[src/sv/stb_pkg.sv]
// ============================================================================
// stb_pkg: shared types and constants of the software timer bank
// Item structs for the command and result channels, command codes and the
// layout of one timer entry as kept in the entry memory.
// ============================================================================
`default_nettype none

package stb_pkg;

    // Number of timers in the bank (1 to 256).
    localparam int NUM_TIMERS = 16;
    // Bits of an entry index.
    localparam int IDX_W = (NUM_TIMERS > 1) ? $clog2(NUM_TIMERS) : 1;

    // Command codes; codes 6 and 7 act as a query.
    localparam logic [2:0] CMD_ADD       = 3'd0;
    localparam logic [2:0] CMD_ADD_START = 3'd1;
    localparam logic [2:0] CMD_START     = 3'd2;
    localparam logic [2:0] CMD_STOP      = 3'd3;
    localparam logic [2:0] CMD_UPDATE    = 3'd4;
    localparam logic [2:0] CMD_QUERY     = 3'd5;

    typedef struct packed {
        logic [2:0]  command;
        logic [7:0]  timer_id;
        logic [31:0] interval_ms;
        logic        cyclic;
        logic [31:0] now_ms;
    } stb_in_t;

    typedef struct packed {
        logic        valid_res;
        logic        is_active;
        logic        is_done;
        logic [31:0] elapsed_ms;
        logic [31:0] remaining_ms;
    } stb_out_t;

    // One timer entry of the entry memory.
    typedef struct packed {
        logic [31:0] start_time;
        logic [31:0] interval_len;
        logic        running;
        logic        expired;
        logic        repeats;
    } stb_entry_t;

endpackage

`default_nettype wire

[src/sv/software_timer_bank.sv]
// ============================================================================
// software_timer_bank: bank of millisecond software timers
// Add, start, stop, update and query timers addressed by id, one command
// item at a time, with one status result per item.
// ============================================================================
// A command item is taken when start is high and busy is low. Exactly one
// result item follows for every command: it sits on result for one cycle with
// result_strobe high and cannot be held off, so the receiver must take it
// then. The result reports the addressed timer after the command has acted.
// For add, start, stop and query items, S_RESP registers the result and
// its strobe after acceptance. Busy is low again during the strobe cycle,
// so the next such item can be taken while the result is shown. An
// update item walks the entry memory through its single read port, one timer
// per cycle, in S_SWEEP, then passes S_DRAIN, S_READ and S_RESP before its
// strobe rises; busy stays high until then.
// The initialized marks are cleared by reset at once; no clearing pass runs,
// and the block takes items right after reset.
`default_nettype none

module software_timer_bank (
    input  wire logic            clk,
    input  wire logic            rst_n,
    input  wire logic            start,
    output logic                 busy,
    input  wire stb_pkg::stb_in_t request,
    output stb_pkg::stb_out_t    result,
    output logic                 result_strobe
);

    localparam logic [stb_pkg::IDX_W-1:0] LAST_IDX = stb_pkg::IDX_W'(stb_pkg::NUM_TIMERS - 1);
    localparam logic [8:0] NUM_IDS = 9'(stb_pkg::NUM_TIMERS);

    // S_SWEEP reads one entry per cycle and writes back the one read before;
    // S_DRAIN finishes the last entry; S_READ fetches the reported entry;
    // S_RESP applies a single-entry command and forms the result.
    typedef enum logic [2:0] {
        S_IDLE,
        S_SWEEP,
        S_DRAIN,
        S_READ,
        S_RESP
    } state_t;

    state_t                      state_reg, state_next;
    stb_pkg::stb_in_t            req_reg;
    logic [stb_pkg::IDX_W-1:0]   idx_reg, idx_next;
    logic                        pend_reg, pend_next;
    logic [stb_pkg::IDX_W-1:0]   pend_idx_reg;
    logic [stb_pkg::NUM_TIMERS-1:0] in_use_reg, in_use_next;
    stb_pkg::stb_out_t           res_reg, res_next;
    logic                        strobe_reg, strobe_next;

    // Entry memory: one write port, one registered read port.
    stb_pkg::stb_entry_t         mem [stb_pkg::NUM_TIMERS];
    stb_pkg::stb_entry_t         rd_data_reg;
    logic [stb_pkg::IDX_W-1:0]   rd_addr;
    logic                        wr_en;
    logic [stb_pkg::IDX_W-1:0]   wr_addr;
    stb_pkg::stb_entry_t         wr_data;

    logic [stb_pkg::IDX_W-1:0]   req_idx;
    logic                        req_in_range;
    logic                        req_in_use;
    stb_pkg::stb_entry_t         sweep_entry;
    logic                        sweep_wr;
    stb_pkg::stb_entry_t         resp_entry;
    logic                        resp_wr;
    logic                        resp_use;
    logic                        resp_valid;
    logic [31:0]                 elapsed;

    assign busy          = (state_reg != S_IDLE);
    assign result        = res_reg;
    assign result_strobe = strobe_reg;

    assign req_idx      = req_reg.timer_id[stb_pkg::IDX_W-1:0];
    assign req_in_range = ({1'b0, req_reg.timer_id} < NUM_IDS);
    assign req_in_use   = in_use_reg[req_idx];

    // Read address: the incoming id on acceptance, the walk index while
    // sweeping, the held id otherwise.
    always_comb
    begin
        unique case (state_reg)
            S_IDLE:  rd_addr = request.timer_id[stb_pkg::IDX_W-1:0];
            S_SWEEP: rd_addr = idx_reg;
            default: rd_addr = req_idx;
        endcase
    end

    always_ff @(posedge clk)
    begin
        if (wr_en)
        begin
            mem[wr_addr] <= wr_data;
        end
        rd_data_reg <= mem[rd_addr];
    end

    // Update of one entry during the walk: re-arm a done cyclic timer,
    // otherwise mark it done once its interval has run out.
    always_comb
    begin
        sweep_entry = rd_data_reg;
        sweep_wr    = 1'b0;
        if (in_use_reg[pend_idx_reg] && rd_data_reg.running)
        begin
            if (rd_data_reg.expired)
            begin
                if (rd_data_reg.repeats)
                begin
                    sweep_entry.expired    = 1'b0;
                    sweep_entry.start_time = req_reg.now_ms;
                    sweep_wr               = 1'b1;
                end
            end
            else if ((req_reg.now_ms - rd_data_reg.start_time) >= rd_data_reg.interval_len)
            begin
                sweep_entry.expired = 1'b1;
                sweep_wr            = 1'b1;
            end
        end
    end

    // Single-entry commands on the addressed timer.
    always_comb
    begin
        resp_entry = rd_data_reg;
        resp_wr    = 1'b0;
        resp_use   = req_in_use;
        if (req_in_range && (req_reg.command != stb_pkg::CMD_UPDATE))
        begin
            if ((req_reg.command == stb_pkg::CMD_ADD)
                || (req_reg.command == stb_pkg::CMD_ADD_START))
            begin
                resp_entry.start_time   = '0;
                resp_entry.interval_len = '0;
                resp_entry.running      = 1'b0;
                resp_entry.expired      = 1'b0;
                resp_entry.repeats      = req_reg.cyclic;
                resp_use                = 1'b1;
                resp_wr                 = 1'b1;
                if (req_reg.command == stb_pkg::CMD_ADD_START)
                begin
                    resp_entry.start_time   = req_reg.now_ms;
                    resp_entry.interval_len = req_reg.interval_ms;
                    resp_entry.running      = 1'b1;
                end
            end
            else if ((req_reg.command == stb_pkg::CMD_START) && req_in_use)
            begin
                resp_entry.start_time   = req_reg.now_ms;
                resp_entry.interval_len = req_reg.interval_ms;
                resp_entry.running      = 1'b1;
                resp_entry.expired      = 1'b0;
                resp_wr                 = 1'b1;
            end
            else if ((req_reg.command == stb_pkg::CMD_STOP) && req_in_use)
            begin
                resp_entry.start_time   = '0;
                resp_entry.interval_len = '0;
                resp_entry.running      = 1'b0;
                resp_entry.expired      = 1'b0;
                resp_wr                 = 1'b1;
            end
        end
    end

    assign resp_valid = req_in_range && resp_use;
    assign elapsed    = req_reg.now_ms - resp_entry.start_time;

    // Write port: walk write-back, or the single-entry command.
    always_comb
    begin
        wr_en   = 1'b0;
        wr_addr = pend_idx_reg;
        wr_data = sweep_entry;
        if (((state_reg == S_SWEEP) || (state_reg == S_DRAIN)) && pend_reg)
        begin
            wr_en = sweep_wr;
        end
        else if (state_reg == S_RESP)
        begin
            wr_en   = resp_wr;
            wr_addr = req_idx;
            wr_data = resp_entry;
        end
    end

    always_comb
    begin
        state_next  = state_reg;
        idx_next    = idx_reg;
        pend_next   = pend_reg;
        in_use_next = in_use_reg;
        res_next    = res_reg;
        strobe_next = 1'b0;
        unique case (state_reg)
            S_IDLE:
            begin
                if (start)
                begin
                    idx_next  = '0;
                    pend_next = 1'b0;
                    if (request.command == stb_pkg::CMD_UPDATE)
                    begin
                        state_next = S_SWEEP;
                    end
                    else
                    begin
                        state_next = S_RESP;
                    end
                end
            end
            S_SWEEP:
            begin
                pend_next = 1'b1;
                idx_next  = idx_reg + 1'b1;
                if (idx_reg == LAST_IDX)
                begin
                    state_next = S_DRAIN;
                end
            end
            S_DRAIN:
            begin
                pend_next  = 1'b0;
                state_next = S_READ;
            end
            S_READ:
            begin
                state_next = S_RESP;
            end
            S_RESP:
            begin
                if (resp_wr)
                begin
                    in_use_next[req_idx] = 1'b1;
                end
                res_next.valid_res    = resp_valid;
                res_next.is_active    = resp_valid && resp_entry.running;
                res_next.is_done      = resp_valid && resp_entry.expired;
                res_next.elapsed_ms   = '0;
                res_next.remaining_ms = '0;
                if (resp_valid && resp_entry.running)
                begin
                    res_next.elapsed_ms = elapsed;
                    if (elapsed < resp_entry.interval_len)
                    begin
                        res_next.remaining_ms = resp_entry.interval_len - elapsed;
                    end
                end
                strobe_next = 1'b1;
                state_next  = S_IDLE;
            end
            default:
            begin
                state_next = S_IDLE;
            end
        endcase
    end

    always_ff @(posedge clk or negedge rst_n)
    begin
        if (!rst_n)
        begin
            state_reg  <= S_IDLE;
            idx_reg    <= '0;
            pend_reg   <= 1'b0;
            in_use_reg <= '0;
            strobe_reg <= 1'b0;
        end
        else
        begin
            state_reg  <= state_next;
            idx_reg    <= idx_next;
            pend_reg   <= pend_next;
            in_use_reg <= in_use_next;
            strobe_reg <= strobe_next;
        end
    end

    // Payload registers: hold the item and the pipeline index, no reset.
    always_ff @(posedge clk)
    begin
        if ((state_reg == S_IDLE) && start)
        begin
            req_reg <= request;
        end
        if (state_reg == S_SWEEP)
        begin
            pend_idx_reg <= idx_reg;
        end
        res_reg <= res_next;
    end

    // A result only follows the response step.
    a_strobe_after_resp: assert property (@(posedge clk) disable iff (!rst_n)
        result_strobe |-> $past(state_reg == S_RESP))
        else $error("result strobe without a response step");

    // No walk write-back may be left pending once the block is idle.
    a_no_pend_when_idle: assert property (@(posedge clk) disable iff (!rst_n)
        (state_reg == S_IDLE) |-> (!pend_reg && !wr_en))
        else $error("entry memory written while idle");

    // The walk advances one entry per cycle.
    a_walk_advances: assert property (@(posedge clk) disable iff (!rst_n)
        ((state_reg == S_SWEEP) && (idx_reg != LAST_IDX))
        |=> ((state_reg == S_SWEEP) && (idx_reg == $past(idx_reg) + 1'b1)))
        else $error("timer walk skipped or stalled");

    // Initialized marks are only set, by a response step.
    a_in_use_set_only: assert property (@(posedge clk) disable iff (!rst_n)
        (in_use_reg != $past(in_use_reg)) |-> $past(state_reg == S_RESP))
        else $error("initialized marks changed outside a response step");

endmodule

`default_nettype wire
[config.mk]
export PLATFORM = sky130hd
export DESIGN_NAME = software_timer_bank
export DESIGN_NICKNAME = d
export VERILOG_FILES = /design/src/sv/stb_pkg.sv /design/src/sv/software_timer_bank.sv
export SDC_FILE = /design/constraint.sdc
export NUM_CORES = 2
export LEC_CHECK = 0
export BUFFER_PORTS_ARGS = -buffer_cell sky130_fd_sc_hd__buf_2
export CAP_MARGIN = 20
export CORE_AREA = 3 3 304 306
export DETAILED_ROUTE_END_ITERATION = 8
export DIE_AREA = 0 0 307 309
export PLACE_DENSITY_LB_ADDON = 0.05
export SLEW_MARGIN = 30
export SYNTH_ARGS = -nofsm -noshare
export SYNTH_HDL_FRONTEND = slang
export SYNTH_SLANG_ARGS = --single-unit
export TNS_END_PERCENT = 30
[constraint.sdc]
create_clock -name clk -period 10.05 [get_ports clk]
set_input_delay 1.005 -clock clk [delete_from_list [all_inputs] [get_ports clk]]
set_output_delay 1.005 -clock clk [all_outputs]
set_load 0.02 [all_outputs]
[Yosys cells after proc, flatten, opt, wreduce, memory -nomap -nowiden]
Memory sizes are Yosys's and may differ from the RTL's. A register that Yosys moved wholly into a read port is not among the register bits.
Cells that the tools add are included.
Storage, ports and cells
  input port bits: 79
  register bits: 172
  memories: 1
  memory bits (writable): 1072
  logic and storage cells: 108
Operators by class
  add/subtract/negate cells: 4
  reductions and logical operators: 22
  bitwise logic cells: 1
  mux-type cells: 46
  $lt $le $gt $ge: 6
  equality and inequality tests: 12
Memories
  mem: words 16, width 67, rd ports 1, clocked after Yosys merged registers in 1, write ports 1, line software_timer_bank.sv:54  | stb_pkg::stb_entry_t mem [stb_pkg::NUM_TIMERS];
Operator list (count)
  $mux 67: 3
  $mux 66: 3
  $mux 32: 3
  $sub 32x32->32: 3
  $mux 65: 1
  $ge 32x32->1: 1
  $lt 32x32->1: 1
  $mux 1: 23
  $or 16x16->16: 1
  $pmux 4 s2: 2
  $eq 3x2->1 const B: 4
  $mux 4: 3
  $pmux 3 s4: 1
  $logic_and 1x1->1: 10
  $lt 4x5->1 const B: 2
  $reduce_and 2->1: 5
  $mux 3: 3
  $bmux 1 s4: 2
  $lt 8x5->1 const B: 1
  $eq 3x1->1 const B: 2
  $eq 3x3->1 const B: 2
  $logic_not 3->1: 2
  $reduce_bool 3->1: 2
  $add 4x1->4 const B: 1
  other kinds (8): 10

[Logic depth before layout (Yosys ltp)]
  depth after elaboration: 11
  mapped depth: 28
  mapped depth without buffers: 26

[Worst setup path before layout]
No wires, ideal clock.
  path type: register to register
  start point: register req_reg[0] (netlist bit)
  end point: memory mem[6][0] (netlist bit) (enable)
  library setup time: 0.574 ns
  data required time: 9.476 ns
  path slack: 0.904 ns
  cell stages (with the launch flop): 23
  path buffers: 1
  arrival time: 8.571 ns
  cell sequence: edfxtp_1 > inv_1 > ha_1 > inv_1 > fa_1 > a211o_1 > o211ai_1 > a31o_2 > o2111ai_1 > a221oi_2 > o211a_1 > nor3_2 > xor2_1 > ha_1 > a21o_1 > a21oi_1 > o21a_1 > o21ai_0 > o21ai_0 > a21oi_1 > a211oi_4 > buf_6 > nor3_1
On the way
  cells in the longest elaborated chain, start to end: 8
Ends and longest elaborated chain
  from (decl): line software_timer_bank.sv:45  | stb_pkg::stb_in_t req_reg;
  from (signal assigned): line software_timer_bank.sv:287  | req_reg <= request;
  $sub 32x32->32: line software_timer_bank.sv:117  | else if ((req_reg.now_ms - rd_data_reg.start_time) >= rd_data_reg.interval_len)
  $ge 32x32->1: line software_timer_bank.sv:117
  $mux 1: line software_timer_bank.sv:117
  $mux 1: line software_timer_bank.sv:108  | if (rd_data_reg.expired)
  $mux 1: line software_timer_bank.sv:106  | if (in_use_reg[pend_idx_reg] && rd_data_reg.running)
  $mux 1: line software_timer_bank.sv:178  | if (((state_reg == S_SWEEP) || (state_reg == S_DRAIN)) && pend_reg)
  $mux 1: line software_timer_bank.sv:93  | if (wr_en)
  $mux 1 (not written as such): line software_timer_bank.sv:95  | mem[wr_addr] <= wr_data;
  to (decl): line software_timer_bank.sv:54
Every way passes these cells.

[Worst setup path after layout]
  start point: register req_reg (netlist bit req_idx[0])
  end point: register res_reg (netlist bit result[26]), data pin
On the way
  cells in the longest elaborated chain, start to end: 10
  elaborated cells on any way between the ends: 18
  classes of those cells: 2 x add/sub; 2 x order compare; 8 x mux; 6 x reduce/logical
Ends and longest elaborated chain
  $bmux 1 s4: line software_timer_bank.sv:78  | assign req_in_use = in_use_reg[req_idx];
  $mux 1 (not written as such): line software_timer_bank.sv:78
  $logic_and 1x1->1: line software_timer_bank.sv:158  | else if ((req_reg.command == stb_pkg::CMD_STOP) && req_in_use)
  $mux 66: line software_timer_bank.sv:158
  $mux 66: line software_timer_bank.sv:150  | else if ((req_reg.command == stb_pkg::CMD_START) && req_in_use)
  $mux 66: line software_timer_bank.sv:133  | if ((req_reg.command == stb_pkg::CMD_ADD)
  $mux 67: line software_timer_bank.sv:131  | if (req_in_range && (req_reg.command != stb_pkg::CMD_UPDATE))
  $sub 32x32->32: line software_timer_bank.sv:170  | assign elapsed = req_reg.now_ms - resp_entry.start_time;
  $lt 32x32->1: line software_timer_bank.sv:247  | if (elapsed < resp_entry.interval_len)
  $reduce_and 2->1 (no line)
  to (signal assigned): line software_timer_bank.sv:293  | res_reg <= res_next;
  to (decl): line software_timer_bank.sv:50  | stb_pkg::stb_out_t res_reg, res_next;
Parallel ways exist; a longest one is shown, timed or not. The select of a mux whose other input is x is not followed.
A chain may end at the register's enable or synchronous reset.

==> impl_results.md <==
- Status: finished clean
- Crit start category: register
- Max Cap Viol: 0
- Max frequency: between 0.1 and 0.15 GHz
- Most used DFF post-synth: edfxtp_1
- Gr usage total: between 30% and 40%
- DR vias: 31,690
- Post-synthesis cell area: around 0.056 mm²
- Fillcell total: roughly 5,700
- Distinct cells, synth: 75
- Int Power: 0.0113 W
- Post-Place Cell Area: 0.0580 mm²
- Total congestion overflow: 0
- H-tree Lvls: 4
- Synthesized Nets: approximately 3,400
- Sw frac: 32.8%
- Die area: between 0.09 and 0.1 mm²
- Max reg flops: between 1,000 and 1,500
- Clock skew: roughly 0.047 ns
- Worst hold path class: in2async
- Area growth from synthesis to layout: 12.1%
- Critical Path Sink Type: register
- Detailed-route DRC error count: 0
- Switch Pwr: ~0.0055 W
- I/O Pins: approximately 150
- Share of cells above drive strength 1: between 20 and 25%
- Worst Tran Pin Value: approximately 1.0 ns
- Sequential-to-total area share from yosys stat: between 60% and 70%
- Clk slew on worst S/H paths: about 0.07 ns
- Layout net count: ~3,600
- TritonCTS buffer count: ~130
- DR iter-0 viols: about 4,000
- CTS tree: built
- Vias/cell: 6.72
- Cells after Synth: approximately 3,200
- Die height: 309 µm
- Design area: 0.0623 mm²
- Cell Rows: between 100 and 150
- Critical path arrival: about 8.5 ns
- Syn Area/Cell: ~17 µm²
- Worst Setup Slack, final: 2.04 ns
- Count of state elements after synthesis: 1,311
- IO buf count: roughly 150
- Ys Warns: 0
- Setup-failing EPs final: 0
- Wire per inst: roughly 32 µm
- Period utilisation layout: between 70% and 80%
- Sequential power share: around 41%
- Slew headroom: 32.7%
- RePlAce Congestion: 0.952
- Max rail drop VDD: roughly 0.21 mV
- Final hold violation count: 0
- 1st-pass router iterations: 6
- EDFF count, synth: about 1,200
- Crit Path Category: reg2reg
- Final Max Slew Viols: 0
- Unrepaired setup endpoints after global routing: no
- Largest net degree at the start of global routing: 121
- Worst slack, placed: 2.17 ns
- Combinational share of power: 30.4%
- Min Tclk post-route: between 8 and 9 ns
- Root Buffer: clkbuf_16
- Die Wd: around 310 µm
- CTS resizes: 0
- Data required, critical path: about 11 ns
- Quantity of hold-fixing buffers added after cts: 0
- Pwr dens: around 270 mW/mm²
- Clk sinks: ~1,300
- Pleak: 21.6 nW
- Routed WL: around 150 mm
- CTS Buffer Depth: 3
- Dpl cells: between 4,000 and 5,000
- Layout Cells excl Fill: about 4,700
- Clock share of power: between 20 and 30%
- Antenna Cells: 0
- Post-route ant nets: 0
- Initial antenna violation count: 3
- Peak fanout along the critical path: 33
- First-pass GRT wire length: ~220 mm
- HPWL Detailed: ~91 mm
- Setup TNS Final: 0 ns
- Worst-Skew Late Latency: around 0.76 ns
- Ys async rst share: under 10%
- Post-CTS Setup Bufs: 0
- Vias in the first global route: 31,569
- Core area: around 0.09 mm²
- Initial Util: between 60% and 70%
-- stage by stage --
| stage | power, W | hold slack (ns) | utilization, % |
|---|---|---|---|
| floorplan | 0.0103 | 0.439 | - |
| CTS | 0.0167 | 0.244 | 69.3 |
| detailed placement | 0.0119 | 0.473 | 64.5 |
| global route | 0.0175 | 0.270 | 69.4 |
| global placement | 0.0118 | 0.467 | 64.5 |
| finish | 0.0168 | 0.255 | 69.4 |
-- logic make-up (layout without fill, tap and decap cells) --
logic type	count (synthesis)	after routing	synth area share, %
XOR/XNOR	76	76	1.20
adder cells (fa/ha/maj)	130	130	2.96
AND/OR/NAND/NOR	462	462	4.14
flip-flops	1311	1311	69.4
multiplexers	381	381	13.2
buffers and inverters	259	583	1.98
AO/OA/AOI/OAI	594	594	7.21
-- worst paths after layout --
path,start,to,slack (ns),depth (start not counted)
max,req_idx[0],result[26],2.04,25
min,rst_n,in_use_reg[9],0.26,1
max reg2reg,req_idx[0],result[26],2.04,25
min reg2reg,in_use_reg[6],in_use_reg[6],0.49,1
max in group asynchronous,rst_n,in_use_reg[6],9.41,1
min in group clk,request[50],req_reg[50],0.42,1
-- per-layer routing --
metal / wire [µm] / up-vias / global-route usage, %
li1: - / 13391 / -
met1: 60500 / 16247 / 46.4
met2: 70700 / 1771 / 50.3
met3: 13200 / 277 / 5.53
met4: 4380 / 4 / 10.0
met5: 27 / - / 0
-- cell usage after synthesis (17+ instances only) --
master / number / area [µm²]
nor3_1: 41 / 205
and3_1: 24 / 150
nand2_1: 102 / 383
nor2b_1: 91 / 569
nand3_1: 24 / 120
a22o_1: 34 / 298
a21o_1: 40 / 300
o21ai_0: 97 / 485
inv_1: 102 / 383
xnor2_1: 40 / 350
mux4_2: 277 / 6240
clkbuf_1: 77 / 289
a22oi_1: 34 / 255
xor2_1: 36 / 315
nand2b_1: 17 / 106
a21oi_1: 160 / 801
dfxtp_1: 67 / 1340
buf_2: 57 / 285
a32o_1: 32 / 320
ha_1: 127 / 1590
nor2_1: 115 / 432
mux2_2: 17 / 191
dfrtp_1: 25 / 626
edfxtp_1: 1219 / 36600
mux2i_1: 72 / 721
a211oi_1: 76 / 571
-- power by group through the flow --
stage / Sequential, W / Combinational [W] / Clock, W
after CTS: 0.00682 / 0.00502 / 0.00490
after detailed placement: 0.00694 / 0.00498 / 0
after global routing: 0.00683 / 0.00551 / 0.00512
final: 0.00683 / 0.00509 / 0.00484
after global placement: 0.00694 / 0.00490 / 0
after floorplan: 0.00684 / 0.00347 / 0
-- cells in the final DEF (no fill, tap or decap), drive strengths merged, types with 24 or more instances in the layout --
cell type,count
edfxtp,1219
a211oi,78
mux2i,72
ha,127
buf,234
clkbuf,182
and3,25
a22oi,34
nor2b,91
nand3,24
a21o,40
a21oi,160
o21ai,103
dfxtp,67
inv,109
a32o,32
nand2,103
xnor2,40
a22o,34
clkinv,50
mux2,32
xor2,36
nor3,42
mux4,277
nor2,116
dfrtp,25
-- cell type report --
type / instances / area, µm² / share of cell area, %
clock buffers: 182 / 3680 / 5.91
clock inverters: 64 / 638 / 1.02
inverters: 103 / 390 / 0.626
multi-input cells: 1643 / 16100 / 25.8
flip-flops and latches: 1311 / 38600 / 61.9
well taps: 1176 / 1470 / 2.36
repair buffers: 234 / 1470 / 2.35
-- critical path: stages, from the launching register on --
cell and delay, ns:
edfxtp_1 0.70, mux4_2 0.58, a22oi_1 0.25, and3_1 0.30, nand2_1 0.14, nand2_2 0.55, a22oi_1 0.27, ha_1 0.32
nor2b_1 0.13, o21ai_1 0.17, o22ai_1 0.16, o41ai_2 0.58, o21a_1 0.26, o21bai_1 0.07, a21oi_1 0.17, xor2_1 0.37
ha_1 0.39, a21oi_1 0.17, o21ai_0 0.13, nor4_1 0.58, nor2_1 0.23, a211oi_2 0.35, a211o_1 0.18, buf_4 0.35
nor2_1 0.08, mux2_2 0.27
Note: power is estimated with default switching activity, not from simulation.
